## config.mk

```make
export PLATFORM = sky130hd
export DESIGN_NAME = sdpg_shade
export DESIGN_NICKNAME = d
export VERILOG_FILES = /design/src/design/assert_macros.svh /design/src/design/sdpg_pkg.sv /design/src/design/sdpg_shade.sv
export SDC_FILE = /design/constraint.sdc
export NUM_CORES = 1
export LEC_CHECK = 0
export ABC_CLOCK_PERIOD_IN_PS = 10380
export BUFFER_PORTS_ARGS = -buffer_cell sky130_fd_sc_hd__buf_2
export CELL_PAD_IN_SITES_DETAIL_PLACEMENT = 0
export CELL_PAD_IN_SITES_GLOBAL_PLACEMENT = 1
export CORE_MARGIN = 8
export CORE_UTILIZATION = 55
export DETAILED_ROUTE_END_ITERATION = 10
export GPL_ROUTABILITY_DRIVEN = 0
export MAX_ROUTING_LAYER = met4
export PLACE_DENSITY_LB_ADDON = 0.1
export REMOVE_ABC_BUFFERS = 1
export SLEW_MARGIN = 25
export SYNTH_ARGS = -nofsm -noshare
export SYNTH_HDL_FRONTEND = slang
export SYNTH_SLANG_ARGS = --single-unit
```

## constraint.sdc

```tcl
create_clock -name clk_i -period 10.38 [get_ports clk_i]
set_input_delay 1.038 -clock clk_i [delete_from_list [all_inputs] [get_ports clk_i]]
set_output_delay 1.038 -clock clk_i [all_outputs]
set_load 0.1 [all_outputs]
```

## src/design/assert_macros.svh

```systemverilog
// Assertion macros shared by the shaded disc pixel generator RTL.
// No dependencies; include by bare file name.
`ifndef ASSERT_MACROS_SVH
`define ASSERT_MACROS_SVH

// Clocked implication with asynchronous active-low reset disable.
`define ASSERT_IMP(label, clk, rst_n, ante, cons, msg) \
  label: assert property (@(posedge clk) disable iff (!rst_n) (ante) |-> (cons)) \
    else $error(msg);

// Clocked invariant with asynchronous active-low reset disable.
`define ASSERT_ALWAYS(label, clk, rst_n, expr, msg) \
  label: assert property (@(posedge clk) disable iff (!rst_n) (expr)) \
    else $error(msg);

`endif

```

## src/design/sdpg_pkg.sv

```systemverilog
// Package for the shaded disc pixel generator: widths, stage counts, constants,
// register index codes and pipeline stage types. No dependencies.
package sdpg_pkg;

  localparam int FracBits    = 15;
  localparam int LightFrac   = 15;

  // Pipelined divider for the unit normal: (mag << FracBits) / radius
  localparam int DivNumW     = 9 + FracBits;
  localparam int QuoW        = FracBits + 1;
  localparam int DivSteps    = 4;
  localparam int DivStages   = DivNumW / DivSteps;

  // Pipelined integer square root of the z radicand
  localparam int RadW        = 2 * QuoW;
  localparam int RootW       = RadW / 2;
  localparam int SqrtSteps   = 4;
  localparam int SqrtStages  = RootW / SqrtSteps;
  localparam int SqrtRemW    = RootW + 2;

  // Pipeline bookkeeping: input line reaches stage 18, valid line ends at stage 19
  localparam int LineDepth   = 18;
  localparam int VldDepth    = 18;
  localparam int ProdDepth   = 6;
  localparam int Latency     = 19;

  localparam logic [33:0] UnitSq     = 34'(1) << (2 * FracBits);
  localparam logic [33:0] ShadeBias  = 34'(1) << (FracBits + LightFrac + 1);
  localparam logic [15:0] Div5Recip  = 16'd52429;
  localparam int          Div5Shift  = 18;

  // Reset values of the configuration registers
  localparam logic [15:0] BaseColor565 = 16'hFCA0;
  localparam logic [7:0]  RadiusRst    = 8'd8;
  localparam logic signed [15:0] LightXRst = 16'sd9830;

  typedef enum logic [3:0] {
    REG_RADIUS     = 4'd0,
    REG_CENTER_X   = 4'd1,
    REG_CENTER_Y   = 4'd2,
    REG_LIGHT_X    = 4'd3,
    REG_LIGHT_Y    = 4'd4,
    REG_BASE_RED   = 4'd5,
    REG_BASE_GREEN = 4'd6,
    REG_BASE_BLUE  = 4'd7
  } cfg_idx_e;

  typedef struct packed {
    logic [7:0]         rem;
    logic [DivNumW-1:0] num;
    logic [QuoW-1:0]    quo;
  } div_st_t;

  typedef struct packed {
    logic [SqrtRemW-1:0] rem;
    logic [RadW-1:0]     num;
    logic [RootW-1:0]    root;
  } sqrt_st_t;

  typedef struct packed {
    logic signed [8:0] dx;
    logic signed [8:0] dy;
  } offs_t;

endpackage

```

## src/design/sdpg_shade.sv

```systemverilog
// One colour lane: scale a base component by the brightness term, divide by
// 5 * 2^30 and saturate at 255. Two register stages. Depends on sdpg_pkg.
module sdpg_shade import sdpg_pkg::*; (
  input  logic        clk_i,
  input  logic [7:0]  base_i,
  input  logic [33:0] scale_i,
  output logic [7:0]  color_o
);

  logic [41:0] prod_q;
  logic [11:0] coarse;
  logic [27:0] recip_prod;
  logic [9:0]  quot;
  logic [7:0]  color_q;

  always_ff @(posedge clk_i) begin
    prod_q <= 42'(base_i) * 42'(scale_i);
  end

  // Divide by 2^30 with a shift, then by 5 with a reciprocal multiply
  assign coarse     = prod_q[41:30];
  assign recip_prod = 28'(coarse) * 28'(Div5Recip);
  assign quot       = recip_prod[27:Div5Shift];

  always_ff @(posedge clk_i) begin
    color_q <= (quot > 10'd255) ? 8'hFF : quot[7:0];
  end

  assign color_o = color_q;

endmodule

```

==> impl_metrics.json <==
{
  "status": "finished, violations left",
  "violations": "design-rule violations",
  "n_antenna_cell": 0,
  "drc": 2,
  "core.rowCount": 50,
  "period_minus_slack_ps": 5990,
  "arrival_ps": 6170,
  "synth_top_family_by_area": "adder cells",
  "postCtsHoldBufs": 0,
  "port_buffers": 50,
  "crit_required_ps": 10560,
  "dp_hpwl_um": 18300,
  "synthMuxAreaShare_pct": 0.09607,
  "drt-total-wl_um": 21860,
  "yosysTopAreaCell": "fa_1",
  "insertion_delay_ps": 250,
  "htreeDepth": 1,
  "overflow": 0,
  "path_clk_slew_ps": 60,
  "ctsResizeCount": 0,
  "r2r_slack_ps": 4800,
  "synth_area_leaders": "fa_1, ha_1, inv_1, and2_1, nand2_1",
  "nNetsFinal": 1575,
  "synthArstFlopShare_pct": 0,
  "tightest_slew_ps": 874.4,
  "antenna_found_initial": 0,
  "boundaryPins": 51,
  "drt_iter0_drc": 186,
  "core_mm2": 0.01864,
  "die_y_um": 153.6,
  "reg2reg_depth": 20,
  "ys_seq_elements": 20,
  "relSlewSlack_pct": 41.71,
  "timing.final.crit_share_pct": 57.70,
  "hp-start": "prod_q[41]$_DFF_P_",
  "worstHoldPathType": "flop to flop",
  "die_x_um": 153.6,
  "grt_usage_pct": 20.16,
  "synth_xor_area_share_pct": 2.018,
  "yosysSeqAreaShare_pct": 3.843,
  "tns_ps": 0,
  "post_drt_via_cell_ratio": 5.325,
  "drv_slew": 0,
  "finClkSkew_ps": 1.032,
  "startpoint_type": "primary input",
  "cap_violations": 0,
  "design_area_mm2": 0.01094,
  "crit_type": "primary input to flop",
  "hold_path_end": "color_o[5]$_SDFF_PN1_",
  "areaGrowthSynthToFinish_pct": 5.032,
  "layout-drive-gt1-share_pct": 4.819,
  "synth_compound_area_share_pct": 7.482,
  "nFillCells": 1738,
  "yosysWarningCount": 0,
  "worstSetupEndpointType": "flop",
  "ant_nets": 0,
  "synth_top_area_share_pct": 44.77,
  "grt_pass1_vias": 8318,
  "dieArea_mm2": 0.02360,
  "yosysMostFrequentCell": "inv_1",
  "via_count": 7434,
  "wire_per_inst_um": 15.66,
  "synthAdderAreaFrac_pct": 61.10,
  "cts_tree": "yes",
  "hold_violations": 0,
  "synth_cell_types": 45,
  "root_buffer": "clkbuf_16",
  "placed_cell_area_mm2": 0.01084,
  "path_max_fanout": 34,
  "syn_inst": 1141,
  "cts_setup_buffers": 0,
  "rr_endpoint": "color_o[6]$_SDFF_PN1_",
  "synthTopCellsByCount": "inv_1, fa_1, nand2_1",
  "grt_max_degree": 35,
  "synth_edf_count": 0,
  "hold_depth": 6,
  "firstDrtPassIters": 7,
  "setup_viol": 0,
  "clock_path_buffers": 2,
  "synth_area_mm2": 0.01042,
  "synth.avg_cell_area_um2": 9.131,
  "clock_sinks": 20,
  "synthFlopType": "dfxtp_1",
  "grt_first_pass_wirelength_um": 38760,
  "start_util_pct": 55.89,
  "rsz0062_at_grt": "no",
  "synthSimpleGateAreaFrac_pct": 15.77,
  "max_clock_freq_mhz": 167.0,
  "cts_buffers": 3,
  "reg2reg_from": "prod_q[40]$_DFF_P_"
}
registers in the layout (all words and copies together) (netlist names):
register and flops:
prod_q 12, color_o 8
area by class of cell:
class	instances	area (µm²)	share of cell area, %
Clock inverter	1	30.03	0.2744
Multi-Input combinational cell	852	9009	82.32
Sequential cell	20	400.4	3.659
Timing Repair Buffer	50	250.2	2.287
Tap cell	234	292.8	2.676
Inverter	236	885.9	8.095
Clock buffer	3	75.07	0.6860
cells by family after synthesis:
kind of cell    Yosys count
mux                       1
xor+xnor                 24
flops                    20
buf+inv                 269
simple gates            337
compound gates          121
fa+ha+maj               369
placed cells by master, fill, tap and decap left out, drive strengths merged, types with 4 or more instances in the layout:
cell type	count
a211oi	4
a21o	16
a21oi	42
a31oi	6
and2	111
and4	4
buf	50
dfxtp	20
fa	233
ha	136
inv	236
nand2	173
nand2b	8
nand3	14
nand4	8
nor2	12
o211ai	4
o21a	4
o21ai	20
o21bai	5
xnor2	14
xor2	10
worst max path at each step:
stage / slack (ps) / endpoint / cells after the start / from
floorplan: 5080 / prod_q[40]$_DFF_P_ / 16 / scale_i[8]
global placement: 4250 / prod_q[40]$_DFF_P_ / 18 / base_i[5]
detailed placement: 4190 / prod_q[40]$_DFF_P_ / 18 / base_i[6]
CTS: 4430 / prod_q[40]$_DFF_P_ / 18 / base_i[6]
global route: 4160 / prod_q[39]$_DFF_P_ / 17 / base_i[5]
finish: 4390 / prod_q[40]$_DFF_P_ / 18 / base_i[6]
layer usage:
| layer | track usage (%) | wire length, µm |
|---|---|---|
| met5 | - | 0 |
| met4 | 2.940 | 297 |
| met3 | 1.317 | 538 |
| met2 | 34.33 | 10660 |
| met1 | 26.77 | 10370 |
critical path, stage by stage:
cell,delay (ps)
buf_2,640
nand2_1,170
fa_1,550
inv_1,50
fa_1,510
fa_1,560
inv_1,60
fa_1,540
inv_1,50
ha_1,200
a211oi_1,340
nand3_1,130
a31oi_1,170
nor2_1,90
o311a_1,320
a311o_1,410
a31oi_1,210
xnor2_1,140
metrics by stage:
stage	setup slack, ps	instances	util (%)	hold WS (ps)
after floorplan	5081	1108	-	1151
after global placement	4251	1392	58.13	1343
after detailed placement	4187	1392	58.13	1373
after CTS	4427	1396	58.70	1379
after global routing	4156	1396	58.70	1474
final	4390	1396	58.70	1375
Power is not shown: default switching activity piles up to over one toggle a cycle in this logic, so the estimate is an artifact.
