<file path="config.mk">
export PLATFORM = sky130hd
export DESIGN_NAME = sdpg_div
export DESIGN_NICKNAME = d
export VERILOG_FILES = /design/src/design/assert_macros.svh /design/src/design/sdpg_pkg.sv /design/src/design/sdpg_div.sv
export SDC_FILE = /design/constraint.sdc
export NUM_CORES = 1
export LEC_CHECK = 0
export ABC_AREA = 1
export BUFFER_PORTS_ARGS = -buffer_cell sky130_fd_sc_hd__buf_4
export CORE_ASPECT_RATIO = 1.75
export CORE_MARGIN = 2
export CORE_UTILIZATION = 60
export DETAILED_ROUTE_END_ITERATION = 10
export GPL_TIMING_DRIVEN = 1
export PLACE_DENSITY = 0.77
export SYNTH_ARGS = -nofsm -noshare
export SYNTH_HDL_FRONTEND = slang
export SYNTH_SLANG_ARGS = --single-unit
</file>
<file path="constraint.sdc">
create_clock -name clk_i -period 9.85 [get_ports clk_i]
set_input_delay 1.97 -clock clk_i [delete_from_list [all_inputs] [get_ports clk_i]]
set_output_delay 1.97 -clock clk_i [all_outputs]
set_load 0.01 [all_outputs]
</file>
<file path="src/design/assert_macros.svh">
// Assertion macros shared by the shaded disc pixel generator RTL.
// No dependencies; include by bare file name.
`ifndef ASSERT_MACROS_SVH
`define ASSERT_MACROS_SVH

// Clocked implication with asynchronous active-low reset disable.
`define ASSERT_IMP(label, clk, rst_n, ante, cons, msg) \
  label: assert property (@(posedge clk) disable iff (!rst_n) (ante) |-> (cons)) \
    else $error(msg);

// Clocked invariant with asynchronous active-low reset disable.
`define ASSERT_ALWAYS(label, clk, rst_n, expr, msg) \
  label: assert property (@(posedge clk) disable iff (!rst_n) (expr)) \
    else $error(msg);

`endif

</file>
<file path="src/design/sdpg_pkg.sv">
// Package for the shaded disc pixel generator: widths, stage counts, constants,
// register index codes and pipeline stage types. No dependencies.
package sdpg_pkg;

  localparam int FracBits    = 15;
  localparam int LightFrac   = 15;

  // Pipelined divider for the unit normal: (mag << FracBits) / radius
  localparam int DivNumW     = 9 + FracBits;
  localparam int QuoW        = FracBits + 1;
  localparam int DivSteps    = 4;
  localparam int DivStages   = DivNumW / DivSteps;

  // Pipelined integer square root of the z radicand
  localparam int RadW        = 2 * QuoW;
  localparam int RootW       = RadW / 2;
  localparam int SqrtSteps   = 4;
  localparam int SqrtStages  = RootW / SqrtSteps;
  localparam int SqrtRemW    = RootW + 2;

  // Pipeline bookkeeping: input line reaches stage 18, valid line ends at stage 19
  localparam int LineDepth   = 18;
  localparam int VldDepth    = 18;
  localparam int ProdDepth   = 6;
  localparam int Latency     = 19;

  localparam logic [33:0] UnitSq     = 34'(1) << (2 * FracBits);
  localparam logic [33:0] ShadeBias  = 34'(1) << (FracBits + LightFrac + 1);
  localparam logic [15:0] Div5Recip  = 16'd52429;
  localparam int          Div5Shift  = 18;

  // Reset values of the configuration registers
  localparam logic [15:0] BaseColor565 = 16'hFCA0;
  localparam logic [7:0]  RadiusRst    = 8'd8;
  localparam logic signed [15:0] LightXRst = 16'sd9830;

  typedef enum logic [3:0] {
    REG_RADIUS     = 4'd0,
    REG_CENTER_X   = 4'd1,
    REG_CENTER_Y   = 4'd2,
    REG_LIGHT_X    = 4'd3,
    REG_LIGHT_Y    = 4'd4,
    REG_BASE_RED   = 4'd5,
    REG_BASE_GREEN = 4'd6,
    REG_BASE_BLUE  = 4'd7
  } cfg_idx_e;

  typedef struct packed {
    logic [7:0]         rem;
    logic [DivNumW-1:0] num;
    logic [QuoW-1:0]    quo;
  } div_st_t;

  typedef struct packed {
    logic [SqrtRemW-1:0] rem;
    logic [RadW-1:0]     num;
    logic [RootW-1:0]    root;
  } sqrt_st_t;

  typedef struct packed {
    logic signed [8:0] dx;
    logic signed [8:0] dy;
  } offs_t;

endpackage

</file>
<file path="src/design/sdpg_div.sv">
// Pipelined restoring divider: quo = (mag << FracBits) / den, a few bits per stage.
// Depends on sdpg_pkg. Divisor must stay stable while items are in flight.
module sdpg_div import sdpg_pkg::*; (
  input  logic            clk_i,
  input  logic [8:0]      mag_i,
  input  logic [7:0]      den_i,
  output logic [QuoW-1:0] quo_o
);

  div_st_t st_q [DivStages];

  for (genvar s = 0; s < DivStages; s++) begin : g_stage
    div_st_t cur;
    div_st_t nxt;

    if (s == 0) begin : g_first
      assign cur = '{rem: '0, num: {mag_i, {FracBits{1'b0}}}, quo: '0};
    end else begin : g_next
      assign cur = st_q[s-1];
    end

    always_comb begin
      logic [8:0] trial;
      nxt = cur;
      for (int b = 0; b < DivSteps; b++) begin
        trial   = {nxt.rem, nxt.num[DivNumW-1]};
        nxt.num = {nxt.num[DivNumW-2:0], 1'b0};
        if (trial >= {1'b0, den_i}) begin
          nxt.rem = 8'(trial - {1'b0, den_i});
          nxt.quo = {nxt.quo[QuoW-2:0], 1'b1};
        end else begin
          nxt.rem = trial[7:0];
          nxt.quo = {nxt.quo[QuoW-2:0], 1'b0};
        end
      end
    end

    always_ff @(posedge clk_i) begin
      st_q[s] <= nxt;
    end
  end

  assign quo_o = st_q[DivStages-1].quo;

endmodule

</file>
==> flow_summary.json, run 1 <==
{
  "status": "complete, no violations",
  "drtAntennaViolNets": 0,
  "drv_slew": 0,
  "chipWidth_um": 108.7,
  "max-clock-path-buffers": 2,
  "cp_common_cell": "nand2_1",
  "fin_tns_setup_ns": 0,
  "synth_nets": 1998,
  "cts-resized-gates": 0,
  "clkSinkCount": 86,
  "cp_max_fo": 15,
  "syn_inst": 1793,
  "dpl_cell_area_mm2": 0.01201,
  "syn_to_final_growth_pct": 6.653,
  "hpwl_mm": 23.99,
  "fmax_mhz": 113.9,
  "reg_top3": "st_q x86",
  "clock_skew_ns": 0.01153,
  "finalSetupViolCount": 0,
  "synth_cell_type_count": 50,
  "min_path_type": "reg -> reg",
  "post_synth.cell_area_avg_um2": 6.419,
  "grt_max_degree": 33,
  "largest_register_ffs": 86,
  "design_area_mm2": 0.01228,
  "worst_skew_pair.late_latency_ns": 0.37,
  "cts_tree": "built",
  "cts_buffers": 9,
  "grt_pass1_wl_mm": 50.72,
  "slowest_stage": "nand2_1",
  "insertedDiodeCount": 0,
  "cp_data_arrival_time_ns": 9.07,
  "ctsHoldBuffers": 0,
  "grt_pass1_vias": 11420,
  "top_register": "st_q",
  "dieArea_mm2": 0.02035,
  "cts_root_buf": "clkbuf_16",
  "rows": 67,
  "fin_crit_sh_pct": 89.10,
  "ys_async_sr_fraction_pct": 0,
  "final_core_util_pct": 64.79,
  "gp_congestion": 0.9491,
  "via_per_inst": 5.564,
  "netlist_area_mm2": 0.01151,
  "drive_above_1_share_pct": 7.077,
  "cts_setup_buffers": 0,
  "drtIter0Drc": 518,
  "slowest_delay_ns": 0.36,
  "synth_edf_count": 0,
  "max_slew_margin_pct": 65.83,
  "grt_overflow": 0,
  "start_util_pct": 60.75,
  "rsz0062_at_grt": "no",
  "drc": 0,
  "synth.top_cell.area_share_pct": 19.02,
  "h-tree-depth": 3,
  "hold_viol": 0,
  "ios": 34,
  "detail_route.wl_per_cell_um": 14.73,
  "crit_required_ns": 10.14,
  "core_area_mm2": 0.01895,
  "fin_nets": 2037,
  "io_buffer_count": 33,
  "routed_wl_mm": 30.60,
  "maxCapViolCount": 0,
  "clkTransAtPathRegs_ns": 0.07,
  "start_kind": "primary input",
  "drt-pass1-iter-count": 7,
  "endpoint_kind": "flip-flop",
  "grt_usage_pct": 31.06,
  "num_vias": 11560,
  "ys_seq_area_share_pct": 14.96,
  "tightest_slew_ns": 0.5071,
  "synth_seq_cells": 86,
  "synthFlopType": "dfxtp_1",
  "die_h_um": 187.2,
  "timing.final.crit_period_ns": 8.777,
  "yosys_warnings": 0,
  "yosysTopAreaCell": "ha_1",
  "synth_area_leaders": "ha_1, nand2_1, dfxtp_1",
  "crit_type": "in -> reg",
  "antenna_found_initial": 0
}
-- kinds of logic after synthesis --
group / after synthesis / share of synthesized area [%]
and+or+nand+nor: 870 / 32.71
buffers and inverters: 269 / 9.501
DFF: 86 / 14.96
AOI/OAI and AO/OA: 264 / 12.82
xor gates and xnor gates: 117 / 8.903
adders and majority gates: 187 / 21.11
-- stage by stage --
stage | hold WS [ns] | setup WS, ns | cells
after floorplan | 0.3096 | 1.975 | 1793
after global placement | 0.3097 | 0.9202 | 2062
after detailed placement | 0.3121 | 0.8481 | 2062
after CTS | 0.3241 | 1.217 | 2078
after global routing | 0.3309 | 0.3217 | 2078
final | 0.3230 | 1.073 | 2078
-- metal layers --
metal,share of wire (%),wire [µm],GRT usage (%),vias to the layer above
met3,4.0,1209,4.599,147
met1,36,11130,30.25,5206
met2,53,16140,58.15,305
met5,0,0,0,-
li1,-,-,-,5905
met4,6.9,2120,20.76,0
-- area by class of cell --
cell class,instances,area (µm²)
Multi-Input combinational cell,1438,8695
Fill cell,1887,6670
Sequential cell,86,1722
Inverter,252,952.2
Timing Repair Buffer,45,337.8
Tap cell,241,301.5
Clock buffer,11,232.7
Clock inverter,5,35.03
-- synthesized netlist by cell type, types with 3 or more instances --
library cell  count
nor2_1          127
buf_2             5
xor2_1           67
nand2_1         552
or2_1             3
nand2_2          16
a211oi_1          4
nand3_2          13
o21bai_1          3
nand3_1          75
nand3b_1          7
o21ai_0          64
inv_2             4
o311ai_0          3
xnor2_1          50
nor2_4            5
nor3_1           14
fa_1             12
o211ai_1         12
or2_2            12
a31oi_1           5
dfxtp_1          86
buf_4             3
ha_1            175
o21ai_1          21
a21oi_1         128
buf_6             8
o21a_1            6
a21o_1            3
nand4_1          29
a21oi_2           4
inv_1           246
nor2_2            5
-- path summary, 6_finish.rpt --
check / slack [ns] / to / depth (start not counted) / start
min reg2reg: 0.32 / st_q[5][6] / 0 / st_q[4][2]
min: 0.32 / st_q[5][6] / 0 / st_q[4][2]
max reg2reg: 2.99 / st_q[4][37] / 41 / st_q[3][37]
max: 1.07 / st_q[0][42] / 38 / den_i[0]
-- critical path, delay by kind of cell --
kind,cells,cell delay (ns)
adder cells (fa/ha/maj),5,1.42
AND/OR/NAND/NOR,14,2.18
AO/OA/AOI/OAI,12,2.22
buffers and inverters,7,1.24
-- layout by cell type, fill, tap and decap left out, types with 13 or more instances in the layout --
cell,instances
nor2_1,127
buf_4,45
o21ai_0,64
nand3_1,75
nand2_2,16
nand3_2,13
nand4_1,29
inv_1,246
nand2_1,552
o21ai_1,21
xor2_1,67
a21oi_1,128
xnor2_1,50
nor3_1,14
dfxtp_1,86
ha_1,175
Power of run 1 is left out: the tool's default activity adds up to more than one toggle a clock period on the data nets, which glitch-free logic cannot reach.
==> run 2, diff against run 1 <==
--- a/config.mk
+++ b/config.mk
@@ -12,6 +12,7 @@
 export CORE_UTILIZATION = 60
 export DETAILED_ROUTE_END_ITERATION = 10
 export GPL_TIMING_DRIVEN = 1
+export MAX_ROUTING_LAYER = met4
 export PLACE_DENSITY = 0.77
 export SYNTH_ARGS = -nofsm -noshare
 export SYNTH_HDL_FRONTEND = slang
==> constraint.sdc (replaced) <==
create_clock -name clk_i -period 8.57 [get_ports clk_i]
set_input_delay 1.714 -clock clk_i [delete_from_list [all_inputs] [get_ports clk_i]]
set_output_delay 1.714 -clock clk_i [all_outputs]
set_load 0.01 [all_outputs]
==> flow_summary.json, run 2 (synthesized netlist as in run 1, its figures left out) <==
{
  "status": "complete, no violations",
  "n_fill_cell": 1799,
  "hpwl_mm": 25.22,
  "mostFrequentLayoutCell": "nand2_1",
  "num_vias": 11760,
  "grt_overflow": 0,
  "max-clock-path-buffers": 2,
  "ctsHoldBuffers": 0,
  "worst_skew_pair.late_latency_ns": 0.37,
  "grt_pass1_vias": 11560,
  "grt_pass1_wl_mm": 52.05,
  "start_util_pct": 60.75,
  "min_path_type": "reg -> reg",
  "fin_hold_ws_ns": 0.3274,
  "timing.final.crit_period_ns": 7.971,
  "syn_to_final_growth_pct": 10.11,
  "clkSinkCount": 86,
  "largest_register_ffs": 86,
  "drt-pass1-iter-count": 5,
  "cp_data_arrival_time_ns": 8.29,
  "rows": 67,
  "crit_type": "in -> reg",
  "io_buffer_count": 33,
  "gp_congestion": 0.9757,
  "rsz0062_at_grt": "no",
  "hold_viol": 0,
  "busiest_layer": "met2",
  "drtAntennaViolNets": 0,
  "holdPathStages": 0,
  "reg_top3": "st_q x86",
  "dieArea_mm2": 0.02035,
  "top_register": "st_q",
  "core_area_mm2": 0.01895,
  "fmax_mhz": 125.5,
  "insertedDiodeCount": 0,
  "clkTransAtPathRegs_ns": 0.07,
  "tightest_slew_ns": 0.5031,
  "drc": 0,
  "routed_wl_mm": 31.31,
  "clock_skew_ns": 0.01372,
  "cp_common_cell": "nand2_1",
  "use_met1_pct": 32.74,
  "max_slew_margin_pct": 66.04,
  "maxCapViolCount": 0,
  "cts_root_buf": "clkbuf_16",
  "cts_buffers": 9,
  "layout_common_cells": "nand2_1, inv_1, ha_1, a21oi_1, nor2_1",
  "grt_use_met3_pct": 4.948,
  "cp_max_fo": 13,
  "drtIter0Drc": 543,
  "grt_usage_pct": 33.04,
  "crit_required_ns": 8.88,
  "seqCellArea_mm2": 0.001722,
  "cts_tree": "built",
  "endpoint_kind": "flip-flop",
  "drv_slew": 0,
  "grt_max_degree": 18,
  "antenna_found_initial": 0,
  "worstRegToRegCells": 37,
  "via_per_inst": 5.562,
  "fin_crit_sh_pct": 93.01,
  "slowest_stage": "ha_1",
  "slowest_delay_ns": 0.38,
  "fin_nets": 2073,
  "drive_above_1_share_pct": 9.343,
  "detail_route.wl_per_cell_um": 14.81,
  "start_kind": "primary input",
  "ios": 34,
  "multi_input_area_mm2": 0.008721,
  "chipWidth_um": 108.7,
  "finalSetupViolCount": 0,
  "h-tree-depth": 3,
  "met2_usage_pct": 58.51,
  "die_h_um": 187.2
}
-- run 2: worst max-delay path, delay by kind of cell --
family	cells	cell delay [ns]
and+or+nand+nor	19	2.24
AOI/OAI and AO/OA	11	2.02
adders and majority gates	4	1.36
buffers and inverters	7	0.93
-- run 2: through the flow --
stage | setup WS (ns) | util [%] | instances | setup TNS, ns | cell area [µm²]
floorplan | 0.9511 | - | 1793 | 0 | 11510
global placement | 0.06897 | 65.00 | 2098 | 0 | 12320
detailed placement | -0.06881 | 65.00 | 2098 | -0.3871 | 12320
CTS | 0.3087 | 66.73 | 2114 | 0 | 12640
global route | 0.03471 | 66.89 | 2114 | 0 | 12670
finish | 0.5990 | 66.89 | 2114 | 0 | 12670
-- run 2: layout make-up --
type / instances / area share [%]
clock buffers: 9 / 1.777
clock inverters: 7 / 0.8096
inverters: 252 / 7.543
multi-input cells: 1438 / 68.81
flip-flops and latches: 86 / 13.58
well taps: 241 / 2.379
repair buffers: 81 / 5.094
-- run 2: metal layers --
metal / vias up / wire [µm]
met5: - / 0
li1: 5993 / -
met1: 5303 / 11450
met3: 152 / 1364
met4: 0 / 2216
met2: 311 / 16280
-- run 2: final timing paths --
kind / slack, ns / to / from
worst max-delay path: 0.60 / st_q[3][37] / den_i[2]
worst min-delay path: 0.33 / st_q[3][6] / st_q[2][2]
worst max register to register: 2.02 / st_q[2][37] / st_q[1][38]
worst min register to register: 0.33 / st_q[3][6] / st_q[2][2]
-- run 2: repair_timing --
item                                    in CTS  in global routing
gates resized for setup                      0                 10
endpoints found under the setup margin       0                 26
buffers inserted                             0                  0
Power of run 2 is left out for the same reason.
