### src/design/assert_macros.svh
// Assertion macros shared by the shaded disc pixel generator RTL.
// No dependencies; include by bare file name.
`ifndef ASSERT_MACROS_SVH
`define ASSERT_MACROS_SVH

// Clocked implication with asynchronous active-low reset disable.
`define ASSERT_IMP(label, clk, rst_n, ante, cons, msg) \
  label: assert property (@(posedge clk) disable iff (!rst_n) (ante) |-> (cons)) \
    else $error(msg);

// Clocked invariant with asynchronous active-low reset disable.
`define ASSERT_ALWAYS(label, clk, rst_n, expr, msg) \
  label: assert property (@(posedge clk) disable iff (!rst_n) (expr)) \
    else $error(msg);

`endif

### src/design/sdpg_pkg.sv
// Package for the shaded disc pixel generator: widths, stage counts, constants,
// register index codes and pipeline stage types. No dependencies.
package sdpg_pkg;

  localparam int FracBits    = 15;
  localparam int LightFrac   = 15;

  // Pipelined divider for the unit normal: (mag << FracBits) / radius
  localparam int DivNumW     = 9 + FracBits;
  localparam int QuoW        = FracBits + 1;
  localparam int DivSteps    = 4;
  localparam int DivStages   = DivNumW / DivSteps;

  // Pipelined integer square root of the z radicand
  localparam int RadW        = 2 * QuoW;
  localparam int RootW       = RadW / 2;
  localparam int SqrtSteps   = 4;
  localparam int SqrtStages  = RootW / SqrtSteps;
  localparam int SqrtRemW    = RootW + 2;

  // Pipeline bookkeeping: input line reaches stage 18, valid line ends at stage 19
  localparam int LineDepth   = 18;
  localparam int VldDepth    = 18;
  localparam int ProdDepth   = 6;
  localparam int Latency     = 19;

  localparam logic [33:0] UnitSq     = 34'(1) << (2 * FracBits);
  localparam logic [33:0] ShadeBias  = 34'(1) << (FracBits + LightFrac + 1);
  localparam logic [15:0] Div5Recip  = 16'd52429;
  localparam int          Div5Shift  = 18;

  // Reset values of the configuration registers
  localparam logic [15:0] BaseColor565 = 16'hFCA0;
  localparam logic [7:0]  RadiusRst    = 8'd8;
  localparam logic signed [15:0] LightXRst = 16'sd9830;

  typedef enum logic [3:0] {
    REG_RADIUS     = 4'd0,
    REG_CENTER_X   = 4'd1,
    REG_CENTER_Y   = 4'd2,
    REG_LIGHT_X    = 4'd3,
    REG_LIGHT_Y    = 4'd4,
    REG_BASE_RED   = 4'd5,
    REG_BASE_GREEN = 4'd6,
    REG_BASE_BLUE  = 4'd7
  } cfg_idx_e;

  typedef struct packed {
    logic [7:0]         rem;
    logic [DivNumW-1:0] num;
    logic [QuoW-1:0]    quo;
  } div_st_t;

  typedef struct packed {
    logic [SqrtRemW-1:0] rem;
    logic [RadW-1:0]     num;
    logic [RootW-1:0]    root;
  } sqrt_st_t;

  typedef struct packed {
    logic signed [8:0] dx;
    logic signed [8:0] dy;
  } offs_t;

endpackage

### src/design/sdpg_sqrt.sv
// Pipelined digit-by-digit integer square root, a few root bits per stage.
// Depends on sdpg_pkg.
module sdpg_sqrt import sdpg_pkg::*; (
  input  logic             clk_i,
  input  logic [RadW-1:0]  rad_i,
  output logic [RootW-1:0] root_o
);

  sqrt_st_t st_q [SqrtStages];

  for (genvar s = 0; s < SqrtStages; s++) begin : g_stage
    sqrt_st_t cur;
    sqrt_st_t nxt;

    if (s == 0) begin : g_first
      assign cur = '{rem: '0, num: rad_i, root: '0};
    end else begin : g_next
      assign cur = st_q[s-1];
    end

    always_comb begin
      logic [SqrtRemW+1:0] acc;
      logic [SqrtRemW+1:0] cand;
      nxt = cur;
      for (int b = 0; b < SqrtSteps; b++) begin
        acc     = {nxt.rem, nxt.num[RadW-1:RadW-2]};
        cand    = (SqrtRemW+2)'({nxt.root, 2'b01});
        nxt.num = {nxt.num[RadW-3:0], 2'b00};
        if (acc >= cand) begin
          nxt.rem  = SqrtRemW'(acc - cand);
          nxt.root = {nxt.root[RootW-2:0], 1'b1};
        end else begin
          nxt.rem  = SqrtRemW'(acc);
          nxt.root = {nxt.root[RootW-2:0], 1'b0};
        end
      end
    end

    always_ff @(posedge clk_i) begin
      st_q[s] <= nxt;
    end
  end

  assign root_o = st_q[SqrtStages-1].root;

endmodule

### config.mk
export PLATFORM = sky130hd
export DESIGN_NAME = sdpg_sqrt
export DESIGN_NICKNAME = d
export VERILOG_FILES = /design/src/design/assert_macros.svh /design/src/design/sdpg_pkg.sv /design/src/design/sdpg_sqrt.sv
export SDC_FILE = /design/constraint.sdc
export NUM_CORES = 1
export LEC_CHECK = 0
export BUFFER_PORTS_ARGS = -buffer_cell sky130_fd_sc_hd__clkbuf_2
export CAP_MARGIN = 20
export CORE_UTILIZATION = 45
export DETAILED_ROUTE_END_ITERATION = 7
export PLACE_DENSITY = 0.65
export SLEW_MARGIN = 15
export SYNTH_ARGS = -nofsm -noshare
export SYNTH_HDL_FRONTEND = slang
export SYNTH_SLANG_ARGS = --single-unit
### constraint.sdc
create_clock -name clk_i -period 20.3 [get_ports clk_i]
set_input_delay 0 -clock clk_i [delete_from_list [all_inputs] [get_ports clk_i]]
set_output_delay 0 -clock clk_i [all_outputs]
set_load 0.01 [all_outputs]
==> flow_summary.yaml, run 1 <==
sta:
  max_freq_ghz: 0.0821
  rsz0062_at_grt: "false"
  tightestPinTransition_ns: 1.08
  final-hold-violation-count: 0
  finalSetupTns_ns: 0
  skew_ns: 0.0142
  holdWs_ns: 0.00924
  fin_crit_sh: 0.600
  final_max_slew_viol_count: 0
  max_slew_margin: 0.277
  setup_viol: 0
  layout_min_cycle_time_ns: 12.19
min_path:
  hold_class: "input pin to flip-flop"
  worstHoldPathCells: 5
  hp-start: "rad_i[27]"
  hold_end: "st_q[0][43]$_DFF_P_"
power:
  leakage_uw: 0.00685
  p_sw_frac: 0.479
  p_total_uw: 2010
  vdd_ir_drop_max_mv: 0.0737
  intPower_uw: 1050
  p_seq_frac: 0.193
  p_clk_frac: 0.157
  power_density_mw_per_mm2: 134
  pwr-share-comb: 0.650
  switchingPower_uw: 964
clocking:
  insertion_delay_ns: 0.45
  ctsHtreeMaxLevel: 4
  cts_root_buf: "clkbuf_16"
  clkSlewWorstSetupHoldPaths_ns: 0.07
  cts_made_buffers: 17
  cts_sinks: 142
  cts_tree: "done"
  postCtsSetupRepairBufs: 0
  cts_buffer_depth: 2
critical_path:
  critPathMaxStageDelay_ns: 0.96
  rrSetupSlack_ns: 8.11
  worst_r2r_path_depth: 40
  path_buf_inv: 6
  arrival_ns: 12.52
  r2r_end: "st_q[2][51]$_DFF_P_"
  critPathSlowestCell: "or4_1"
  crit_fanout: 29
  crit_path_start_kind: "flip-flop"
  critPathRequiredTime_ns: 20.63
  path_delay_family: "compound AO/OA/AOI/OAI gates"
  r2r-start: "st_q[1][0]$_DFF_P_"
  end_kind: "flip-flop"
  cpMostUsedCell: "a21oi_1"
  path_class: "flip-flop to flip-flop"
yosys:
  synthFlopType: "dfxtp_1"
  ys.warnings.count: 0
  ys_top_cells_by_area: "dfxtp_1, ha_1, xnor2_1"
  seq_area_frac_synth: 0.209
  syn_avg_cell_area_um2: 7.74
  yosys.area.top_type: "dfxtp_1"
  yosysUniqueCellTypes: 91
  netlist_area_mm2: 0.0136
  yosysTopAreaCellShare: 0.209
  ys_ff_latch: 142
  synth_edf_count: 0
  syn_inst: 1755
  async_reset_ff_frac: 0
placed_design:
  place_area_mm2: 0.0142
  hpwl_um: 31100
  gp_congestion: 0.956
  io_buffers: 48
layout:
  final_util: 0.507
  fillers: 2964
  multiInputGateArea_mm2: 0.0102
  drive_gt1_frac: 0.0855
  largest_reg_flops: 142
  areaGrowthSynthToFinish_pct: 10.6
  diodes: 0
  final_cell_mix: "nand2_1, a21oi_1, ha_1"
  finish.instance_area_mm2: 0.0150
  top_register: "st_q"
  layout_commonest_cell: "nand2_1"
  seq_area_mm2: 0.00284
  nNetsFinal: 1995
  reg.largest.list: "st_q (142)"
global_routing:
  grt_use_total: 0.252
  grt_first_pass_wirelength_um: 62100
  grt_pass1_vias: 12100
  grt_max_degree: 30
  grt_overflow: 0
  antenna_found_initial: 1
die:
  start_util: 0.458
  die_y_um: 176
  die-width_um: 176
  core_mm2: 0.0296
  num_rows: 63
  dieArea_mm2: 0.0309
  io_pins: 49
status:
  outcome: "finished clean"
detailed_routing:
  drt-initial-drc-count: 930
  antenna_left: 0
  num_vias: 12900
  drc: 0
  vias_per_cell: 5.83
  wirelength_um: 38800
  wire_per_inst_um: 17.5
  firstDrtPassIters: 6
flow_run:
  drv_cap: 0
stage by stage:
stage | cells | setup WS [ns]
2_1_floorplan | 1756 | 10.37
3_3_place_gp | 2154 | 8.48
3_5_place_dp | 2154 | 8.38
4_1_cts | 2214 | 8.32
5_1_grt | 2214 | 7.46
6_report | 2214 | 8.11
what timing repair did:
action	CTS	global route
hold buffers	28	0
resized for setup	0	0
hold endpoints to repair	27	0
metal layers:
metal	part of all wire	up-vias	track usage
met5	0	-	0
met4	0.019	0	0.0739
met3	0.046	43	0.0333
met2	0.49	323	0.451
met1	0.44	6058	0.313
li1	-	6488	-
cells by family (layout without fill, tap and decap cells):
family	count (synthesis)	after routing	share of synthesized area
multiplexers	44	44	0.0359
AO/OA/AOI/OAI	507	507	0.245
flip-flops	142	142	0.209
other	1	2	0.000276
XOR/XNOR	161	161	0.104
adder cells (fa/ha/maj)	151	151	0.139
buffers and inverters	154	222	0.0444
AND/OR/NAND/NOR	595	595	0.222
cells in the mapped netlist, drive strengths merged, types with 5 or more instances:
cell type,instances
or3,22
nor4,17
o311a,5
a21o,44
xor2,58
a31oi,16
o21a,25
nor3b,18
nor3,42
nand4,24
inv,108
dfxtp,142
a311oi,5
buf,15
or2,16
a211o,11
a2111oi,9
o211ai,15
nand3,56
and2,14
o31a,6
nand3b,11
clkbuf,29
a21boi,5
mux2,26
nand2b,24
nor2b,19
o31ai,15
a21oi,154
nor2,135
xnor2,103
a211oi,12
and3,16
o21bai,12
mux2i,18
nand2,159
or4,8
o21ai,119
ha,151
area by class of cell:
cell class,instances,area share
clock buffer,19,0.0288
clock inverter,13,0.00941
inverter,110,0.0275
multi-input combinational,1460,0.676
sequential,142,0.189
tap,390,0.0325
timing repair buffer,80,0.0366
worst register-to-register path: cells and delay by family (launching register included):
family                   cells  cell delay [ns]
flip-flops                   1             0.38
AND/OR/NAND/NOR              9             3.45
multiplexers                 1             0.33
buffers and inverters        6             1.36
AO/OA/AOI/OAI               20             5.11
adder cells (fa/ha/maj)      4             1.44
power groups by stage:
| stage | combinational, uW | clock [uW] | sequential [uW] |
|---|---|---|---|
| after global routing | 1440 | 333 | 396 |
| after global placement | 1270 | 0 | 394 |
| after CTS | 1290 | 322 | 389 |
| after detailed placement | 1280 | 0 | 394 |
| after floorplan | 995 | 0 | 373 |
| final | 1310 | 315 | 389 |
how the worst max path moves through the flow:
| stage | startpoint | end | slack (ns) | cells after the start |
|---|---|---|---|---|
| after floorplan | st_q[2][7]$_DFF_P_ | st_q[3][0]$_DFF_P_ | 10.37 | 46 |
| after global placement | st_q[1][0]$_DFF_P_ | st_q[2][51]$_DFF_P_ | 8.48 | 40 |
| after detailed placement | st_q[1][0]$_DFF_P_ | st_q[2][51]$_DFF_P_ | 8.38 | 40 |
| after CTS | st_q[1][0]$_DFF_P_ | st_q[2][51]$_DFF_P_ | 8.32 | 40 |
| after global routing | st_q[1][0]$_DFF_P_ | st_q[2][51]$_DFF_P_ | 7.46 | 40 |
| final | st_q[1][0]$_DFF_P_ | st_q[2][51]$_DFF_P_ | 8.11 | 40 |
No activity file was read; power rests on OpenSTA's default activity.
==> run 2: changes to the inputs <==
==> constraint.sdc (replaced) <==
create_clock -name clk_i -period 11.5 [get_ports clk_i]
set_input_delay 0 -clock clk_i [delete_from_list [all_inputs] [get_ports clk_i]]
set_output_delay 0 -clock clk_i [all_outputs]
set_load 0.01 [all_outputs]
==> run 2 against run 1 <==
  * Worst setup slack got worse by 7.1 ns
  * Sequential power increased by 77%
  * Clock power rose by 92%
  * Sequential cell count unchanged
  * Global-route usage is 0.17 points lower
  * Non-clock buffer count rose by 4
  * Largest cell class unchanged
  * Largest power group unchanged
==> flow_summary.yaml, run 2 (same netlist as run 1, synthesis figures left out) <==
status:
  outcome: "finished clean"
layout:
  areaGrowthSynthToFinish_pct: 11.3
  final_util: 0.510
  largest_reg_flops: 142
  fillers: 2906
  nNetsFinal: 1999
  layout_commonest_cell: "nand2_1"
  drive_gt1_frac: 0.0892
  diodes: 0
  reg.largest.list: "st_q (142)"
  multiInputGateArea_mm2: 0.0102
  seq_area_mm2: 0.00284
  final_cell_mix: "nand2_1, a21oi_1, ha_1"
  finish.instance_area_mm2: 0.0151
  top_register: "st_q"
power:
  p_sw_frac: 0.471
  p_clk_frac: 0.169
  power_density_mw_per_mm2: 237
  pwr-share-comb: 0.639
  p_seq_frac: 0.192
  p_total_uw: 3590
  leakage_uw: 0.00689
  intPower_uw: 1900
  switchingPower_uw: 1690
  vdd_ir_drop_max_mv: 0.153
critical_path:
  arrival_ns: 10.80
  critPathMaxStageDelay_ns: 0.69
  critPathRequiredTime_ns: 11.82
  path_class: "flip-flop to flip-flop"
  cpMostUsedCell: "a21oi_1"
  critPathSlowestCell: "or4_4"
  end_kind: "flip-flop"
  crit_fanout: 29
  crit_path_start_kind: "flip-flop"
global_routing:
  grt_max_degree: 30
  grt_use_total: 0.251
  antenna_found_initial: 0
  grt_first_pass_wirelength_um: 62100
  grt_overflow: 0
  grt_pass1_vias: 12300
clocking:
  clkSlewWorstSetupHoldPaths_ns: 0.07
  insertion_delay_ns: 0.45
  postCtsSetupRepairBufs: 0
  cts_root_buf: "clkbuf_16"
  cts_made_buffers: 17
  ctsHtreeMaxLevel: 4
  cts_tree: "done"
  cts_sinks: 142
  cts_buffer_depth: 2
sta:
  final_max_slew_viol_count: 0
  finalSetupTns_ns: 0
  rsz0062_at_grt: "false"
  tightestPinTransition_ns: 1.03
  skew_ns: 0.0163
  setup_viol: 0
  holdWs_ns: 0.0141
  max_slew_margin: 0.310
  final-hold-violation-count: 0
  layout_min_cycle_time_ns: 10.48
  max_freq_ghz: 0.0954
  fin_crit_sh: 0.911
placed_design:
  io_buffers: 48
  place_area_mm2: 0.0142
  hpwl_um: 30200
  gp_congestion: 0.951
detailed_routing:
  firstDrtPassIters: 5
  drt-initial-drc-count: 1023
  vias_per_cell: 5.88
  wirelength_um: 38200
  antenna_left: 0
  wire_per_inst_um: 17.2
  num_vias: 13000
  drc: 0
die:
  core_mm2: 0.0296
  num_rows: 63
  dieArea_mm2: 0.0309
  io_pins: 49
  die-width_um: 176
  start_util: 0.458
  die_y_um: 176
min_path:
  hold_class: "input pin to flip-flop"
flow_run:
  drv_cap: 0
==> run 2: cell count changes in the layout (fill, tap and decap cells not counted), sizes merged <==
cell | previous run | this run
inv | 110 | 109
clkinv | 8 | 6
bufinv | 2 | 4
clkbuf | 67 | 69
buf | 4 | 7
==> run 2: final timing paths <==
path,depth (start not counted),slack [ns],end,from
setup reg to reg,41,1.02,st_q[2][51]$_DFF_P_,st_q[1][4]$_DFF_P_
hold reg to reg,0,0.33,st_q[1][24]$_DFF_P_,st_q[0][16]$_DFF_P_
hold / removal,5,0.01,st_q[0][43]$_DFF_P_,rad_i[27]
setup / recovery,41,1.02,st_q[2][51]$_DFF_P_,st_q[1][4]$_DFF_P_
==> run 2: layer usage <==
layer	GRT usage	up-vias	wire, um
met5	0	-	0
met2	0.438	364	18400
met4	0.0931	0	977
li1	-	6494	-
met1	0.311	6122	16800
met3	0.0346	66	2060
==> run 2: power by group through the flow <==
stage | sequential, uW | clock [uW] | combinational (uW)
after floorplan | 659 | 0 | 1760
after global placement | 695 | 0 | 2210
after detailed placement | 696 | 0 | 2230
after CTS | 686 | 618 | 2260
after global routing | 700 | 638 | 2530
final | 687 | 606 | 2290
==> run 2: repair_timing <==
| action | in CTS | in global routing |
|---|---|---|
| hold endpoints to repair | 27 | 0 |
| setup endpoints to repair | 0 | 18 |
| gates resized for setup | 0 | 3 |
| hold buffers | 28 | 0 |
==> run 2: per-stage QoR <==
stage	std cells	setup WS, ns
after floorplan	1756	1.57
after global routing	2218	0.137
after global placement	2157	1.10
after CTS	2217	0.734
final	2218	1.02
after detailed placement	2157	0.784
==> run 2: layout make-up <==
class / count / share of cell area
inverters: 110 / 0.0276
flip-flops and latches: 142 / 0.188
multi-input cells: 1460 / 0.672
repair buffers: 84 / 0.0382
well taps: 390 / 0.0323
clock inverters: 12 / 0.0122
clock buffers: 20 / 0.0296
==> run 2: worst max-delay path, delay by kind of cell (launching register included) <==
family	cells	cell delay [ns]
AO/OA/AOI/OAI	19	4.26
adder cells (fa/ha/maj)	4	1.49
buffers and inverters	6	1.08
flip-flops	1	0.33
multiplexers	1	0.30
AND/OR/NAND/NOR	11	2.87
==> run 3: changes to the inputs <==
--- a/config.mk
+++ b/config.mk
@@ -7,9 +7,9 @@
 export LEC_CHECK = 0
 export BUFFER_PORTS_ARGS = -buffer_cell sky130_fd_sc_hd__clkbuf_2
 export CAP_MARGIN = 20
-export CORE_UTILIZATION = 45
+export CORE_UTILIZATION = 61
 export DETAILED_ROUTE_END_ITERATION = 7
-export PLACE_DENSITY = 0.65
+export PLACE_DENSITY = 0.83
 export SLEW_MARGIN = 15
 export SYNTH_ARGS = -nofsm -noshare
 export SYNTH_HDL_FRONTEND = slang
==> constraint.sdc (replaced) <==
create_clock -name clk_i -period 11.5 [get_ports clk_i]
set_input_delay 2.3 -clock clk_i [delete_from_list [all_inputs] [get_ports clk_i]]
set_output_delay 2.3 -clock clk_i [all_outputs]
set_load 0.01 [all_outputs]
==> run 3 against run 2 <==
  * Total power shrank 0.11%
  * Core utilization grew 16 points
  * Critical path depth shrank 1
  * Worst setup slack got worse by 0.099 ns
  * Sequential share of layout area up 0.59 points
  * Via count is 2.5% higher
  * Hold slack improved by 0.31 ns
  * Sequential power hardly changed
  * Global-route usage grew 8.6 points
  * Combinational power up 3%
  * Die area down 26%
  * Non-clock buffer count decreased by 26
  * Critical path type unchanged
  * Critical endpoint unchanged
==> flow_summary.yaml, run 3 (same netlist as run 1, synthesis figures left out) <==
die:
  dieArea_mm2: 0.0229
  num_rows: 54
  core_mm2: 0.0218
  die-width_um: 151
  io_pins: 49
  die_y_um: 151
  start_util: 0.622
global_routing:
  grt_use_total: 0.337
  grt_pass1_vias: 12500
  grt_overflow: 0
  grt_max_degree: 30
  grt_first_pass_wirelength_um: 60800
  antenna_found_initial: 0
sta:
  max_freq_ghz: 0.0945
  skew_ns: 0.0131
  final.setup.worst_slack_ns: 0.921
  tightestPinTransition_ns: 0.769
  setup_viol: 0
  layout_min_cycle_time_ns: 10.58
  final-hold-violation-count: 0
  finalSetupTns_ns: 0
  rsz0062_at_grt: "false"
  fin_crit_sh: 0.920
  max_slew_margin: 0.483
  final_max_slew_viol_count: 0
clocking:
  ctsHtreeMaxLevel: 4
  cts_sinks: 142
  clkSlewWorstSetupHoldPaths_ns: 0.07
  cts_buffer_depth: 2
  insertion_delay_ns: 0.43
  cts_root_buf: "clkbuf_16"
  cts_tree: "done"
  cts_made_buffers: 17
  cts_hold_buf: 0
placed_design:
  io_buffers: 48
  placed_cells: 2050
  pre_cts_slack_ns: 0.684
  hpwl_um: 29600
  gp_congestion: 1.03
detailed_routing:
  wire_per_inst_um: 18.1
  vias_per_cell: 6.43
  antenna_left: 0
  firstDrtPassIters: 7
  drt-initial-drc-count: 1229
  drc: 0
  num_vias: 13400
  wirelength_um: 37700
critical_path:
  critPathRequiredTime_ns: 11.82
  critPathMaxStageDelay_ns: 0.70
  worst_r2r_path_depth: 40
  arrival_ns: 10.90
  path_class: "flip-flop to flip-flop"
  crit_fanout: 29
  r2r-start: "st_q[1][2]$_DFF_P_"
  rrSetupSlack_ns: 0.92
  critPathSlowestCell: "or4_4"
  cpMostUsedCell: "a21oi_1"
  end_kind: "flip-flop"
  r2r_end: "st_q[2][51]$_DFF_P_"
  crit_path_start_kind: "flip-flop"
min_path:
  hp-start: "st_q[0][24]$_DFF_P_"
  hold_class: "flip-flop to flip-flop"
  worstHoldPathCells: 0
  hold_end: "st_q[1][32]$_DFF_P_"
layout:
  reg.largest.list: "st_q (142)"
  nNetsFinal: 1973
  final_cell_mix: "nand2_1, a21oi_1, ha_1"
  fin_cells: 2081
  diodes: 0
  layout_commonest_cell: "nand2_1"
  multiInputGateArea_mm2: 0.0102
  seq_area_mm2: 0.00284
  largest_reg_flops: 142
  fillers: 1848
  top_register: "st_q"
  drive_gt1_frac: 0.0911
  areaGrowthSynthToFinish_pct: 7.92
power:
  power_density_mw_per_mm2: 244
  vdd_ir_drop_max_mv: 0.160
  leakage_uw: 0.00676
flow_run:
  drv_cap: 0
status:
  outcome: "finished clean"
## run 3: cell type report
type | instances | area share
clock buffer | 19 | 0.0302
clock inverter | 12 | 0.00939
inverter | 110 | 0.0284
multi-input combinational | 1460 | 0.693
sequential | 142 | 0.194
tap | 280 | 0.0239
timing repair buffer | 58 | 0.0215
## run 3: worst max path at each step
stage | end | cells after the start | startpoint | slack [ns]
finish | st_q[2][51]$_DFF_P_ | 40 | st_q[1][2]$_DFF_P_ | 0.92
global route | st_q[2][51]$_DFF_P_ | 41 | st_q[1][38]$_DFF_P_ | 0.08
CTS | st_q[2][51]$_DFF_P_ | 41 | st_q[1][3]$_DFF_P_ | 0.60
detailed placement | st_q[2][51]$_DFF_P_ | 41 | st_q[1][3]$_DFF_P_ | 0.68
global placement | st_q[2][51]$_DFF_P_ | 41 | st_q[1][3]$_DFF_P_ | 0.85
floorplan | st_q[3][0]$_DFF_P_ | 46 | st_q[2][7]$_DFF_P_ | 1.57
## run 3: per-layer routing
| layer | vias up | share of wire | track usage |
|---|---|---|---|
| met4 | 0 | 0.042 | 0.161 |
| met1 | 6210 | 0.41 | 0.396 |
| li1 | 6450 | - | - |
| met3 | 122 | 0.076 | 0.0693 |
| met2 | 590 | 0.48 | 0.582 |
| met5 | - | 0 | 0 |
## run 3: per-stage QoR
stage	hold slack [ns]	area [um2]	power (uW)	utilization
global route	0.332	14700	3810	0.672
detailed placement	0.312	14100	2950	0.645
floorplan	0.310	13600	2420	-
CTS	0.325	14700	3520	0.671
finish	0.323	14700	3580	0.672
global placement	0.310	14100	2900	0.645
## run 3: worst max-delay path: cells and delay by family, from the launching register on
kind                       cells  cell delay [ns]
DFF                            1             0.37
buffers and inverters          6             1.07
muxes                          1             0.30
and+or+nand+nor               10             2.76
adders and majority gates      4             1.43
AOI/OAI and AO/OA             19             4.53
## run 3: timing repair
action                     in CTS  in global routing
setup buffers                   0                  0
resized for setup               0                  3
setup endpoints to repair       0                 19
## run 3: where the power goes
| part | total (uW) | internal (uW) | switching (uW) | leakage, uW |
|---|---|---|---|---|
| clock network | 551 | 325 | 226 | 0.000280 |
| logic | 2350 | 931 | 1420 | 0.00529 |
| registers | 685 | 598 | 87.8 | 0.00119 |
| total | 3580 | 1850 | 1730 | 0.00676 |
